===== src/hw/rtl/iss_pkg.sv =====
// Shared types and constants for the indexed sequence store.
// No dependencies; imported by every module of the block.
package iss_pkg;

  localparam int DEPTH       = 64;
  localparam int IDX_W       = $clog2(DEPTH);
  localparam int CNT_W       = 7;
  localparam int POS_W       = 7;
  localparam int DATA_W      = 32;
  localparam int OP_W        = 3;
  localparam int IN_TDATA_W  = 40;
  localparam int OUT_TDATA_W = 56;

  localparam logic [OP_W-1:0] OP_READ      = 3'd0;
  localparam logic [OP_W-1:0] OP_SEARCH    = 3'd1;
  localparam logic [OP_W-1:0] OP_INSERT    = 3'd2;
  localparam logic [OP_W-1:0] OP_REMOVE    = 3'd3;
  localparam logic [OP_W-1:0] OP_OVERWRITE = 3'd4;

  localparam logic [DATA_W-1:0] EMPTY_READ = 32'hFFFF_FC19;  // -999

  // request broadcast to every cell
  typedef struct packed {
    logic              apply;   // commit insert/remove/overwrite this cycle
    logic [OP_W-1:0]   op;
    logic [POS_W-1:0]  pos;
    logic [DATA_W-1:0] val;
    logic [CNT_W-1:0]  cnt;
    logic [POS_W-1:0]  target;  // clamped read position
  } cmd_t;

  // result token passed from cell to cell
  typedef struct packed {
    logic              found;
    logic [POS_W-1:0]  pos;
    logic [DATA_W-1:0] data;
  } car_t;

endpackage


===== src/hw/rtl/iss_cell.sv =====
// One storage cell of the sequence chain: holds one entry, shifts with its
// neighbors on insert/remove, and forwards the lookup token. Uses iss_pkg.
module iss_cell (
  input  logic                      clk,
  input  logic [iss_pkg::IDX_W-1:0] idx,
  input  iss_pkg::cmd_t             cmd,
  input  logic [iss_pkg::DATA_W-1:0] left_data,
  input  logic [iss_pkg::DATA_W-1:0] right_data,
  output logic [iss_pkg::DATA_W-1:0] data_o,
  input  iss_pkg::car_t             car_i,
  output iss_pkg::car_t             car_o
);
  import iss_pkg::*;

  logic [DATA_W-1:0] data_r, data_nxt;
  car_t              car_r, car_nxt;
  logic [POS_W-1:0]  my_pos;
  logic              hit;

  assign my_pos = POS_W'(idx);

  always_comb begin
    data_nxt = data_r;
    if (cmd.apply) begin
      case (cmd.op)
        OP_INSERT: begin
          if (my_pos > cmd.pos) data_nxt = left_data;
          else if (my_pos == cmd.pos) data_nxt = cmd.val;
        end
        OP_REMOVE: begin
          if (my_pos >= cmd.pos) data_nxt = right_data;
        end
        OP_OVERWRITE: begin
          if (my_pos == cmd.pos) data_nxt = cmd.val;
        end
        default: data_nxt = data_r;
      endcase
    end
  end

  always_comb begin
    if (cmd.op == OP_READ) hit = (my_pos == cmd.target);
    else hit = (my_pos < cmd.cnt) && (data_r == cmd.val);
    car_nxt = car_i;
    if (!car_i.found && hit) begin
      car_nxt.found = 1'b1;
      car_nxt.pos   = my_pos;
      car_nxt.data  = data_r;
    end
  end

  always_ff @(posedge clk) begin
    data_r <= data_nxt;
    car_r  <= car_nxt;
  end

  assign data_o = data_r;
  assign car_o  = car_r;

endmodule


===== config.mk =====
export PLATFORM = sky130hd
export DESIGN_NAME = iss_cell
export DESIGN_NICKNAME = d
export VERILOG_FILES = /design/src/hw/rtl/iss_pkg.sv /design/src/hw/rtl/iss_cell.sv
export SDC_FILE = /design/constraint.sdc
export NUM_CORES = 1
export LEC_CHECK = 0
export BUFFER_PORTS_ARGS = -buffer_cell sky130_fd_sc_hd__buf_2
export CAP_MARGIN = 25
export CORE_AREA = 2 2 94 96
export CTS_BUF_LIST = sky130_fd_sc_hd__clkbuf_16
export CTS_CLUSTER_DIAMETER = 150
export CTS_CLUSTER_SIZE = 30
export DETAILED_ROUTE_END_ITERATION = 8
export DIE_AREA = 0 0 96 98
export PLACE_DENSITY = 0.86
export SLEW_MARGIN = 20
export SYNTH_ARGS = -nofsm -noshare
export SYNTH_HDL_FRONTEND = slang
export SYNTH_SLANG_ARGS = --single-unit

===== constraint.sdc =====
create_clock -name clk -period 5.69 [get_ports clk]
set_input_delay 1.4225 -clock clk [delete_from_list [all_inputs] [get_ports clk]]
set_output_delay 1.4225 -clock clk [all_outputs]
set_load 0.02 [all_outputs]

# --- Yosys cells after proc, flatten, opt, wreduce, memory -nomap -nowiden ---
# Cells that the tools add are included.
classes:
  reduce_logical: 6
  muxes: 6
  order_cmp: 3
  eq_ne: 7
ops:
  columns: ["operator", "count"]
  rows:
  - ["32-bit two-way mux", 3]
  - ["32-bit case mux with 3 select lines", 1]
  - ["38-bit two-way mux", 1]
  - ["32-bit equality test", 1]
  - ["6-bit by 7-bit equality test with 1-bit output", 2]
  - ["6-bit by 7-bit greater-or-equal comparator with 1-bit output", 1]
  - ["6-bit by 7-bit greater-than comparator with 1-bit output", 1]
  - ["6-bit by 7-bit less-than comparator with 1-bit output", 1]
  - ["3-bit by 2-bit equality test with 1-bit output, second input constant", 2]
  - ["3-bit equality test, second input constant", 1]
  - ["3-bit logical NOT", 1]
  - ["3-bit AND reduction", 1]
  - ["3-bit nonzero test", 1]
  - ["1-bit logical AND", 2]
  - ["2-bit != test, second input constant", 1]
  - ["1-bit logical NOT", 1]
  - ["1-bit two-way mux", 1]
totals:
  out_inout_bits: 72
  elab_cells: 27
  register_bits: 72
  in_bits: 168

# --- Logic depth before layout (Yosys ltp) ---
logic_depth:
  depth_word: 5
  depth_mapped: 10
  ltp_nobuf: 8

# --- Worst setup path after synthesis ---
# No wires, ideal clock.
synth_path:
  path_kind: "input to register"
  from: "input port cmd[51] (netlist bit)"
  to: "register data_r[0], in the netlist data_o[0], enable pin"
  n_path_buf: 1
  required_ns: 5.299
  path_slack_ns: 2.083
  stages: 8
  setup_ns: 0.391
  arrival_ns: 3.216
  path_cell_list: "inv_1 > ha_1 > nand2_1 > nor3_1 > buf_2 > inv_1 > a311oi_1 > o21a_1"
synth_via:
  elab_chain_cells: 3
synth_rtl:
  columns: ["element", "line", "source"]
  rows:
  - ["start: declaration", "iss_cell.sv:6", "input iss_pkg::cmd_t cmd,"]
  - ["6-bit by 7-bit greater-or-equal comparator with 1-bit output", "iss_cell.sv:31", "if (my_pos >= cmd.pos) data_nxt = right_data;"]
  - ["2-bit != test (no line)", null, null]
  - ["3-bit AND reduction (no line)", null, null]
  - ["end signal: assignment", "iss_cell.sv:53", "data_r <= data_nxt;"]
  - ["end: declaration", "iss_cell.sv:15", "logic [DATA_W-1:0] data_r, data_nxt;"]
# No other way between the ends.
# A chain may end at the register's enable or synchronous reset.

# --- Worst setup path after layout ---
layout_path:
  from: "input port idx[3] (netlist bit)"
  to: "register data_r[6], in the netlist data_o[6], enable pin"
layout_via:
  elab_chain_cells: 3
layout_rtl:
  columns: ["element", "line", "source"]
  rows:
  - ["start: declaration", "iss_cell.sv:5", "input logic [iss_pkg::IDX_W-1:0] idx,"]
  - ["6-bit by 7-bit greater-or-equal comparator with 1-bit output", "iss_cell.sv:31", null]
  - ["2-bit != test (no line)", null, null]
  - ["3-bit AND reduction (no line)", null, null]
# No other way between the ends.

==> results.toml <==
[run_status]
status = "completed"

[cts]
htree_levels = 3
cts_made_buffers = 9
clockBufferDepth = 2
cts.reportedPaths.clkPinSlew_ns = 0.06
cts_root_buffer = "clkbuf_16"
post_cts_resized = 0
clkLatencyLatePin_ns = 0.33
cts_tree = "yes"
post-cts-setup-buffer-count = 0
postCtsHoldBufs = 0
numClockSinks = 72

[timing]
tns_ns = 0
holdWs_ns = 0.586
rsz0062_at_grt = "no"
tightest_slew_ns = 1.03
max_slew_margin_pct = 31.3
fin_crit_sh_pct = 63.9
setup_viol = 0
max_freq_ghz = 0.275
skew_ns = 0.0108
min_period_ns = 3.63
hold_viol = 0
slew_viol_final = 0

[routing]
drc = 0
drtIter0Drc = 122
routed_wl_um = 11800
drtPass1Iterations = 4
wl_per_cell_um = 17.3
vias_per_cell = 5.32
ant_nets = 0
vias = 3625

[synth]
syn_area_mm2 = 0.00383
yosys_warnings = 0
syn_area_per_cell_um2 = 11.6
synth_fp_nets = 509
synth-seq-area-share_pct = 46.0
ys_types = 35
ys_ff_latch = 72
synthCells = 330

[power_and_ir_drop]
powerDensity_mw_per_mm2 = 254
power.static_leakage_nw = 2.46
peakVddDrop_v = 0.000166

[final_layout]
drive_above_1_share_pct = 52.6
final_common_cell = "buf_2"
final_cell_mix = "buf_2 (239), dfxtp_1 (40), o21ai_0 (35)"
area_delta_synth_final_pct = 42.1
final_cell_area_mm2 = 0.00544
seqCellArea_mm2 = 0.00176
fillers = 700
layout.nets = 748
diodes = 0
multiInputGateArea_mm2 = 0.00196

[worst_setup_path]
crit_path_start_kind = "input pin"
path_class = "input pin to flop"
r2r-end = "car_o[22]"
slowest_stage = "o21a_1"
reg2reg_slack_ns = 2.88
critPathRequiredTime_ns = 5.69
path_max_fanout = 17
worstSetupEndpointType = "flop"
r2r-start = "data_o[30]"
crit_top_cell = "o21ai_0"
r2r_cells = 7
critPathArrivalTime_ns = 3.64
cp_slowest_stage_delay_ns = 0.62
cp_cell_sequence = "buf_2, ha_1, o21ai_0, a21oi_1, o21ai_0, a311oi_1, o21a_1, buf_4"

[placement]
numPortBuffers = 239
place_hpwl_um = 9140
place_congestion = 0.801
place_area_mm2 = 0.00515

[hold_path]
worstHoldStart = "data_o[23]"
hold_depth = 1
whs_endpoint = "car_o[23]"
hold_path_class = "flop to flop"

[die]
die-area_mm2 = 0.00941
start_util_pct = 45.2
ios = 240
rows = 34
die_x_um = 96
die_y_um = 98
core_mm2 = 0.00847

[global_route]
grt_pass1_wl_um = 17800
grt.total_usage_pct = 24.4
grt-ovfl-total = 0
grt_pass1_vias = 3734
antenna_found_initial = 0
grt_max_degree = 40

[run]
cap_violations = 0
==> metrics by stage <==
| stage | std cells | total power, mW | setup slack [ns] | utilization (%) |
|---|---|---|---|---|
| 2_1_floorplan | 330 | 0.716 | 2.08 | - |
| 3_3_place_gp | 666 | 0.827 | 1.84 | 60.8 |
| 3_5_place_dp | 666 | 0.836 | 1.72 | 60.8 |
| 4_1_cts | 682 | 1.39 | 2.05 | 64.2 |
| 5_1_grt | 682 | 1.43 | 1.82 | 64.2 |
| 6_report | 682 | 1.38 | 2.06 | 64.2 |
==> synth_stat cells (all sizes together) <==
master   count  area share, %
and3         1           0.16
nand4        4           0.65
xnor2       10            2.3
a311oi       1           0.23
clkbuf      11            1.1
nand2        2           0.20
nand2b       3           0.49
edfxtp      32             25
buf          6            1.1
o2111ai      1           0.23
mux2        38             12
o21a         2           0.39
a21o         1           0.20
nor2         1          0.098
or3          1           0.16
a22oi       32            6.3
xor2        28            6.4
o21bai       1           0.20
a211oi       2           0.39
and4b        1           0.26
dfxtp       40             21
and2         1           0.16
ha          11            3.6
nor3         3           0.39
inv         14            1.4
o21ai       36            4.7
a21oi        4           0.52
o22ai        1           0.16
mux2i       32            8.4
nor4        10            1.8
==> worst max-delay path: cells and delay by family <==
| kind | cells | cell delay [ns] |
|---|---|---|
| adders and majority gates | 1 | 0.29 |
| AOI/OAI and AO/OA | 5 | 1.41 |
| buffers and inverters | 2 | 0.51 |
==> flip-flops by register name, indices dropped and copies added, names as in the netlist <==
register	flops
car_o	40
data_o	32
==> area by class of cell <==
| type | count | share of cell area, % |
|---|---|---|
| clock inverters | 7 | 1.17 |
| repair buffers | 245 | 22.8 |
| clock buffers | 9 | 4.14 |
| flip-flops and latches | 72 | 32.4 |
| well taps | 108 | 2.49 |
| multi-input cells | 227 | 36.0 |
| inverters | 14 | 0.967 |
==> worst max-delay path by stage <==
stage	cells after the start	start	slack [ns]	end
4_1_cts	8	idx[1]	2.05	data_o[6]
6_report	8	idx[3]	2.06	data_o[6]
2_1_floorplan	8	cmd[51]	2.08	data_o[0]
3_5_place_dp	8	idx[1]	1.72	data_o[3]
5_1_grt	8	idx[3]	1.82	data_o[15]
3_3_place_gp	9	idx[0]	1.84	data_o[1]
==> report_power, final <==
group	switching, mW	internal (mW)	leakage, nW
Clock	0.218	0.336	0.144
Sequential	0.0153	0.572	0.632
Combinational	0.128	0.110	1.68
Total	0.362	1.02	2.46
==> kinds of logic after synthesis <==
logic type | count (synthesis) | share of synthesized area, %
AOI/OAI and AO/OA | 81 | 13.3
DFF | 72 | 46.0
muxes | 70 | 20.4
xor gates and xnor gates | 38 | 8.70
buffers and inverters | 31 | 3.53
and+or+nand+nor | 27 | 4.38
adders and majority gates | 11 | 3.60
==> metal layers <==
metal	global-route usage, %	vias to the layer above	part of all wire [%]
met5	0	-	0
met2	44.2	191	52
met3	5.71	36	7.8
li1	-	1718	-
met1	27.2	1680	38
met4	8.90	0	2.3
Power figures use the tool's default switching activity.
