<file path="src/hw/rtl/iss_pkg.sv">
// Shared types and constants for the indexed sequence store.
// No dependencies; imported by every module of the block.
package iss_pkg;

  localparam int DEPTH       = 64;
  localparam int IDX_W       = $clog2(DEPTH);
  localparam int CNT_W       = 7;
  localparam int POS_W       = 7;
  localparam int DATA_W      = 32;
  localparam int OP_W        = 3;
  localparam int IN_TDATA_W  = 40;
  localparam int OUT_TDATA_W = 56;

  localparam logic [OP_W-1:0] OP_READ      = 3'd0;
  localparam logic [OP_W-1:0] OP_SEARCH    = 3'd1;
  localparam logic [OP_W-1:0] OP_INSERT    = 3'd2;
  localparam logic [OP_W-1:0] OP_REMOVE    = 3'd3;
  localparam logic [OP_W-1:0] OP_OVERWRITE = 3'd4;

  localparam logic [DATA_W-1:0] EMPTY_READ = 32'hFFFF_FC19;  // -999

  // request broadcast to every cell
  typedef struct packed {
    logic              apply;   // commit insert/remove/overwrite this cycle
    logic [OP_W-1:0]   op;
    logic [POS_W-1:0]  pos;
    logic [DATA_W-1:0] val;
    logic [CNT_W-1:0]  cnt;
    logic [POS_W-1:0]  target;  // clamped read position
  } cmd_t;

  // result token passed from cell to cell
  typedef struct packed {
    logic              found;
    logic [POS_W-1:0]  pos;
    logic [DATA_W-1:0] data;
  } car_t;

endpackage

</file>
<file path="src/hw/rtl/iss_ctrl.sv">
// Request sequencer: input/output handshakes, entry count, scan timing and
// result formatting for the cell chain. Uses iss_pkg.
module iss_ctrl (
  input  logic                           clk,
  input  logic                           rst_n,
  input  logic                           in_tvalid,
  output logic                           in_tready,
  input  logic [iss_pkg::IN_TDATA_W-1:0] in_tdata,
  input  logic [iss_pkg::OP_W-1:0]       in_tuser,
  output logic                           out_tvalid,
  input  logic                           out_tready,
  output logic [iss_pkg::OUT_TDATA_W-1:0] out_tdata,
  output iss_pkg::cmd_t                  cmd,
  input  iss_pkg::car_t                  car_end
);
  import iss_pkg::*;

  localparam logic [1:0] S_IDLE = 2'd0;
  localparam logic [1:0] S_SCAN = 2'd1;
  localparam logic [1:0] S_EXEC = 2'd2;
  localparam logic [1:0] S_OUT  = 2'd3;

  localparam logic [CNT_W-1:0] DEPTH_C = CNT_W'(DEPTH);

  logic [1:0]        state_r, state_nxt;
  logic [CNT_W-1:0]  cnt_r, cnt_nxt;
  logic [IDX_W:0]    scan_r, scan_nxt;
  logic [OP_W-1:0]   op_r;
  logic [POS_W-1:0]  pos_r;
  logic [DATA_W-1:0] val_r;

  logic              res_ok_r, res_ok_nxt;
  logic [DATA_W-1:0] res_rd_r, res_rd_nxt;
  logic [POS_W-1:0]  res_fp_r, res_fp_nxt;
  logic [CNT_W-1:0]  res_cnt_r, res_cnt_nxt;

  logic                   out_valid_r, out_valid_nxt;
  logic [OUT_TDATA_W-1:0] out_data_r;

  logic accept, load_out, wr_ok;

  assign in_tready = (state_r == S_IDLE);
  assign accept    = in_tvalid && in_tready;
  assign load_out  = (state_r == S_OUT) && (!out_valid_r || out_tready);

  always_comb begin
    case (op_r)
      OP_INSERT:    wr_ok = (cnt_r < DEPTH_C) && (pos_r <= cnt_r);
      OP_REMOVE:    wr_ok = (pos_r < cnt_r);
      OP_OVERWRITE: wr_ok = (pos_r < cnt_r);
      default:      wr_ok = 1'b0;
    endcase
  end

  always_comb begin
    cmd.apply = (state_r == S_EXEC) && wr_ok;
    cmd.op    = op_r;
    cmd.pos   = pos_r;
    cmd.val   = val_r;
    cmd.cnt   = cnt_r;
    if (cnt_r == '0) cmd.target = '0;
    else if (pos_r >= cnt_r) cmd.target = POS_W'(cnt_r - CNT_W'(1));
    else cmd.target = pos_r;
  end

  always_comb begin
    state_nxt   = state_r;
    cnt_nxt     = cnt_r;
    scan_nxt    = scan_r;
    res_ok_nxt  = res_ok_r;
    res_rd_nxt  = res_rd_r;
    res_fp_nxt  = res_fp_r;
    res_cnt_nxt = res_cnt_r;
    case (state_r)
      S_IDLE: begin
        if (accept) begin
          scan_nxt = (IDX_W+1)'(DEPTH);
          if (in_tuser inside {OP_READ, OP_SEARCH}) state_nxt = S_SCAN;
          else state_nxt = S_EXEC;
        end
      end
      S_SCAN: begin
        // token passes through each cell's register on its way to the chain end
        if (scan_r == '0) begin
          res_ok_nxt  = 1'b1;
          res_cnt_nxt = cnt_r;
          res_rd_nxt  = '0;
          res_fp_nxt  = '0;
          if (op_r == OP_READ) begin
            res_rd_nxt = (cnt_r == '0) ? EMPTY_READ : car_end.data;
          end else begin
            res_fp_nxt = car_end.found ? car_end.pos : POS_W'(cnt_r);
          end
          state_nxt = S_OUT;
        end else begin
          scan_nxt = scan_r - (IDX_W+1)'(1);
        end
      end
      S_EXEC: begin
        if (wr_ok && op_r == OP_INSERT) cnt_nxt = cnt_r + CNT_W'(1);
        else if (wr_ok && op_r == OP_REMOVE) cnt_nxt = cnt_r - CNT_W'(1);
        res_ok_nxt  = wr_ok;
        res_rd_nxt  = '0;
        res_fp_nxt  = '0;
        res_cnt_nxt = cnt_nxt;
        state_nxt   = S_OUT;
      end
      S_OUT: begin
        if (load_out) state_nxt = S_IDLE;
      end
      default: state_nxt = S_IDLE;
    endcase
  end

  assign out_valid_nxt = load_out || (out_valid_r && !out_tready);

  always_ff @(posedge clk) begin
    if (!rst_n) begin
      state_r     <= S_IDLE;
      cnt_r       <= '0;
      scan_r      <= '0;
      out_valid_r <= 1'b0;
    end else begin
      state_r     <= state_nxt;
      cnt_r       <= cnt_nxt;
      scan_r      <= scan_nxt;
      out_valid_r <= out_valid_nxt;
    end
  end

  always_ff @(posedge clk) begin
    if (accept) begin
      op_r  <= in_tuser;
      pos_r <= in_tdata[POS_W-1:0];
      val_r <= in_tdata[POS_W+DATA_W-1:POS_W];
    end
    res_ok_r  <= res_ok_nxt;
    res_rd_r  <= res_rd_nxt;
    res_fp_r  <= res_fp_nxt;
    res_cnt_r <= res_cnt_nxt;
    if (load_out) begin
      out_data_r <= {7'd0,
                     (res_cnt_r == DEPTH_C),
                     (res_cnt_r == '0),
                     res_cnt_r,
                     res_fp_r,
                     res_rd_r,
                     res_ok_r};
    end
  end

  assign out_tvalid = out_valid_r;
  assign out_tdata  = out_data_r;

endmodule

</file>
<file path="config.mk">
export PLATFORM = sky130hd
export DESIGN_NAME = iss_ctrl
export DESIGN_NICKNAME = d
export VERILOG_FILES = /design/src/hw/rtl/iss_pkg.sv /design/src/hw/rtl/iss_ctrl.sv
export SDC_FILE = /design/constraint.sdc
export NUM_CORES = 1
export LEC_CHECK = 0
export ABC_AREA = 1
export BUFFER_PORTS_ARGS = -buffer_cell sky130_fd_sc_hd__buf_2
export CORE_MARGIN = 4
export CORE_UTILIZATION = 50
export CTS_CLUSTER_SIZE = 10
export DETAILED_ROUTE_END_ITERATION = 8
export MAX_ROUTING_LAYER = met4
export PLACE_DENSITY = 0.86
export SLEW_MARGIN = 15
export SYNTH_ARGS = -nofsm -noshare
export SYNTH_HDL_FRONTEND = slang
export SYNTH_SLANG_ARGS = --single-unit
export TNS_END_PERCENT = 20
</file>
<file path="constraint.sdc">
create_clock -name clk -period 7.1 [get_ports clk]
set_input_delay 0.355 -clock clk [delete_from_list [all_inputs] [get_ports clk]]
set_output_delay 0.355 -clock clk [all_outputs]
set_load 0.1 [all_outputs]
</file>
# Yosys cells after proc, flatten, opt, wreduce, memory -nomap -nowiden
# Cells that the tools add are included.
# totals
register_bits	155
inputBits	87
wordCells	80
# op_classes
add_sub_neg	3
n_lt_le_gt_ge	4
n_eq_ne	12
mux	25
reduce_logical	24
# ops
operator	count
2-to-1 mux 32 bit	3
2-to-1 mux 7 bit	10
one-hot mux 32 bit (2 select lines)	1
one-hot mux 7 bit (2 select lines)	3
logical NOT 7 bit	3
subtractor 7 x 1 -> 7 bit, second input constant	2
2-to-1 mux 2 bit	4
one-hot mux 2 bit (4 select lines)	1
adder 7 x 1 -> 7 bit, second input constant	1
== test 7 bit, second input constant	1
>= comparator 7 bit	1
less-or-equal comparator 7 bit	1
logical AND 1 bit	7
< comparator 7 bit	1
< comparator 7 bit, second input constant	1
== test 3 x 2 -> 1 bit, second input constant	2
logical NOT 3 bit	2
!= test 2 bit, second input constant	3
AND reduction 3 bit	2
nonzero test 2 bit	3
== test 2 bit, second input constant	2
one-hot mux 1 bit (2 select lines)	2
== test 3 x 1 -> 1 bit, second input constant	1
== test 3 bit, second input constant	1
8 further kinds	10

# Logic depth before layout (Yosys ltp)
# depth
depth_word	7
ltp_mapped	15
depth_no_buf	14

# Worst setup path after synthesis
# No wires, ideal clock.
# synth_path
path_kind	register to register
startpoint	register state_r[0]
endpoint	register res_cnt_r[0], enable pin
arrival_ns	4.419
path_slack_ns	2.165
stages_incl_launch_ff	6
path_buffers	1
period_less_slack_ns	4.935
path_cell_list	dfxtp_1 > inv_1 > ha_1 > clkbuf_1 > clkinv_1 > o21ai_0
# synth_via
elab_chain_cells	3
# synth_rtl
item	line	source
from (decl)	iss_ctrl.sv:25	logic [1:0] state_r, state_nxt;
from (signal assigned)	iss_ctrl.sv:124	state_r <= state_nxt;
== test 2 x 1 -> 1 bit or == test 2 bit (tied branches)	iss_ctrl.sv:74	case (state_r)
!= test 2 bit (no line) or nonzero test 2 bit (tied branches)	n/a	
AND reduction 2 bit (no line) (*)	n/a	
to (signal assigned)	iss_ctrl.sv:140	res_cnt_r <= res_cnt_nxt;
to (decl)	iss_ctrl.sv:35	logic [CNT_W-1:0] res_cnt_r, res_cnt_nxt;
# Every way passes the cells marked *; elsewhere a longest branch is shown, timed or not.
# A chain may end at the register's enable or synchronous reset.

==> impl_metrics.xml <==
<?xml version="1.0" encoding="UTF-8"?>
<metrics>
  <group name="synthesis">
    <metric name="postSynth.asyncResetShare" unit="%">0</metric>
    <metric name="synth.top_cells.by_area" unit="">edfxtp_1, dfxtp_1, inv_1</metric>
    <metric name="netlist.top_cell.by_area" unit="">edfxtp_1</metric>
    <metric name="synthMostInstantiatedCell" unit="">edfxtp_1</metric>
    <metric name="synth.cells.most_frequent" unit="">edfxtp_1, inv_1, nand2_1</metric>
    <metric name="post_synth_num_cell_types" unit="">36</metric>
    <metric name="synth.ff_latch_count" unit="">155</metric>
    <metric name="postSynthAreaPerCell" unit="sq um">12.4</metric>
    <metric name="synth_flop_cell" unit="">edfxtp_1</metric>
    <metric name="synth_enable_flop_cells" unit="">138</metric>
    <metric name="synth.yosys.seq_area_share" unit="%">71.4</metric>
    <metric name="netlist_instances" unit="">507</metric>
    <metric name="synth_warnings" unit="">0</metric>
    <metric name="synthesis.area" unit="sq um">6280</metric>
    <metric name="synth.top_cell.area_share" unit="%">66.0</metric>
  </group>
  <group name="route">
    <metric name="post_drt_via_cell_ratio" unit="">4.95</metric>
    <metric name="topRoutingLayerUsed" unit="">met4</metric>
    <metric name="detailedRoute.firstIterationViolations" unit="">301</metric>
    <metric name="totalWireLength" unit="mm">14.1</metric>
    <metric name="routed_wire_length_per_instance" unit="um">15.8</metric>
    <metric name="met2_length" unit="mm">7.26</metric>
    <metric name="route.detailed.drc" unit="">0</metric>
    <metric name="detailroute.wirelength.met3" unit="mm">1.21</metric>
    <metric name="wl_met1" unit="mm">5.46</metric>
    <metric name="first_drt_pass_iteration_count" unit="">4</metric>
    <metric name="route.antenna.remaining_nets" unit="">0</metric>
    <metric name="via_count" unit="">4421</metric>
  </group>
  <group name="floorplanning">
    <metric name="starting_density" unit="%">51.6</metric>
    <metric name="die_x" unit="um">120</metric>
    <metric name="floorplan.die_area" unit="sq um">14400</metric>
    <metric name="design.core.area" unit="sq um">12200</metric>
    <metric name="floorplan.die.height" unit="um">120</metric>
    <metric name="std_cell_rows" unit="">40</metric>
    <metric name="io-pin-count" unit="">202</metric>
  </group>
  <group name="setup_path">
    <metric name="cp_cell_sequence" unit="">clkinv_1 -&gt; ha_1 -&gt; nand2_2 -&gt; nor3_4 -&gt; inv_1 -&gt; nand3_1 -&gt; o21ai_0 -&gt; a21oi_1 -&gt; buf_2</metric>
    <metric name="worst_path_largest_cell_delay" unit="ns">0.48</metric>
    <metric name="critical_path_peak_fanout" unit="">14</metric>
    <metric name="cp_data_required_time" unit="ns">6.74</metric>
    <metric name="arrival" unit="ns">3.08</metric>
    <metric name="path_class" unit="">reg2out</metric>
    <metric name="critical_path.endpoint_type" unit="">output pin</metric>
    <metric name="critical_path.slowest_cell" unit="">buf_2</metric>
    <metric name="critPathLaunchType" unit="">register</metric>
  </group>
  <group name="sta">
    <metric name="timing.final.ws_setup" unit="ns">3.66</metric>
    <metric name="final_hold_viol_count" unit="">0</metric>
    <metric name="maxSlewViolCount" unit="">0</metric>
    <metric name="timing_worst_slew_pin_value" unit="ns">0.798</metric>
    <metric name="timing.final.crit_period" unit="ns">3.44</metric>
    <metric name="grt_setup_unrepaired" unit="">no</metric>
    <metric name="layout_worst_path_cycle_share" unit="%">48.4</metric>
    <metric name="finalSetupTns" unit="ns">0</metric>
    <metric name="finalSetupViolations" unit="">0</metric>
    <metric name="relSlewSlack" unit="%">46.8</metric>
    <metric name="fin_worst_skew" unit="ns">0.00923</metric>
    <metric name="peak_clock_frequency_supported_by_timing" unit="MHz">291</metric>
  </group>
  <group name="clocking">
    <metric name="clkSinkCount" unit="">155</metric>
    <metric name="clk-insertion-delay-late" unit="ns">0.42</metric>
    <metric name="cts-root-to-sink-buffers" unit="">2</metric>
    <metric name="clock_tree.root_cell" unit="">clkbuf_16</metric>
    <metric name="htreeDepth" unit="">4</metric>
    <metric name="cts_hold_buffers" unit="">0</metric>
    <metric name="tritoncts" unit="">yes</metric>
    <metric name="post_cts_resized" unit="">0</metric>
    <metric name="cts-buffers-inserted" unit="">17</metric>
    <metric name="cts.repair_timing.setup_buffer_count" unit="">0</metric>
    <metric name="clkSlewWorstSetupHoldPaths" unit="ns">0.06</metric>
  </group>
  <group name="global_routing">
    <metric name="grt_pass1_wl" unit="mm">21.6</metric>
    <metric name="largest_net_degree_at_the_start_of_global_routing" unit="">50</metric>
    <metric name="via_count_of_the_first_global_routing_pass" unit="">4344</metric>
    <metric name="grt_antenna_before_repair" unit="">0</metric>
    <metric name="grt_remaining_overflow" unit="">0</metric>
    <metric name="globalRouteTotalUtil" unit="%">20.4</metric>
  </group>
  <group name="place">
    <metric name="hpwlAfterDp" unit="mm">10.5</metric>
    <metric name="port_buffers" unit="">193</metric>
    <metric name="placement_setup_slack" unit="ns">4.15</metric>
    <metric name="place.gp.congestion" unit="">0.919</metric>
    <metric name="placement.cell_area" unit="sq um">7420</metric>
  </group>
  <group name="hold_path">
    <metric name="hp-class" unit="">in2reg</metric>
  </group>
  <group name="layout">
    <metric name="area_growth" unit="%">27.7</metric>
    <metric name="finish.utilization" unit="%">65.9</metric>
    <metric name="fin_area" unit="sq um">8020</metric>
    <metric name="filler_cell_count" unit="">912</metric>
    <metric name="number_of_nets_in_the_layout" unit="">814</metric>
    <metric name="post_route_cells_drive_above_1_share" unit="%">35.2</metric>
  </group>
  <group name="flow_run">
    <metric name="cap_viol_max_count" unit="">0</metric>
  </group>
  <group name="run_status">
    <metric name="run_status" unit="">completed</metric>
  </group>
</metrics>
## kinds of logic after synthesis
| logic type | Yosys count | synth area share (%) |
|---|---|---|
| simple gates | 159 | 11.9 |
| other cells | 1 | 0.0597 |
| compound gates | 69 | 5.68 |
| flops | 155 | 71.4 |
| xor+xnor | 10 | 1.40 |
| buf+inv | 98 | 6.52 |
| fa+ha+maj | 15 | 2.99 |
## registers in the layout, summed over array words and instances (netlist names)
name / count
cnt_r: 7
op_r: 3
out_tdata: 49
out_tvalid: 1
pos_r: 7
res_cnt_r: 7
res_fp_r: 7
res_ok_r: 1
res_rd_r: 32
scan_r: 7
state_r: 2
val_r: 32
## placed cells by master (no fill, tap or decap), drive strengths merged, types with 2 or more instances in the layout
master,count
a21oi,51
buf,196
bufinv,2
clkbuf,17
clkinv,8
clkinvlp,3
conb,7
dfxtp,17
edfxtp,138
ha,15
inv,84
nand2,72
nand3,28
nand4,4
nor2,46
nor3,5
nor3b,2
o21ai,16
xor2,9
## path summary, 6_finish.rpt
check        slack (ns)  cells after the start         from           end
min reg2reg        0.42                      0  res_rd_r[7]  out_tdata[8]
min                0.11                      1  in_tdata[7]      val_r[0]
max                3.66                      9     cnt_r[5]        cmd[4]
max reg2reg        4.52                      5   state_r[0]   res_rd_r[5]
## routing by layer
layer  vias up  track usage (%)
met2       233             34.6
met4         0             7.87
met5         -                -
met3        14             5.42
met1      2049             23.3
li1       2125                -
## worst max-delay path, delay by kind of cell (launching register included)
family                   cells  cell delay, ns
AND/OR/NAND/NOR              3            0.65
flip-flops                   1            0.40
adder cells (fa/ha/maj)      1            0.37
AO/OA/AOI/OAI                2            0.43
buffers and inverters        3            0.81
## final cells by class
type	instances	area, sq um	share of cell area (%)
diodes	1	2.50	0.0312
clock inverters	15	163	2.03
inverters	82	313	3.90
repair buffers	196	988	12.3
multi-input cells	260	1430	17.8
flip-flops and latches	155	4480	55.9
well taps	168	210	2.62
clock buffers	17	425	5.31
## per-stage QoR
step	cells	hold slack [ns]
final	894	0.113
after global routing	893	0.0909
after CTS	893	0.0909
after detailed placement	861	0.405
after global placement	861	0.401
after floorplan	513	0.400
Power is not shown: default switching activity piles up to over one toggle a cycle in this logic, so the estimate is an artifact.
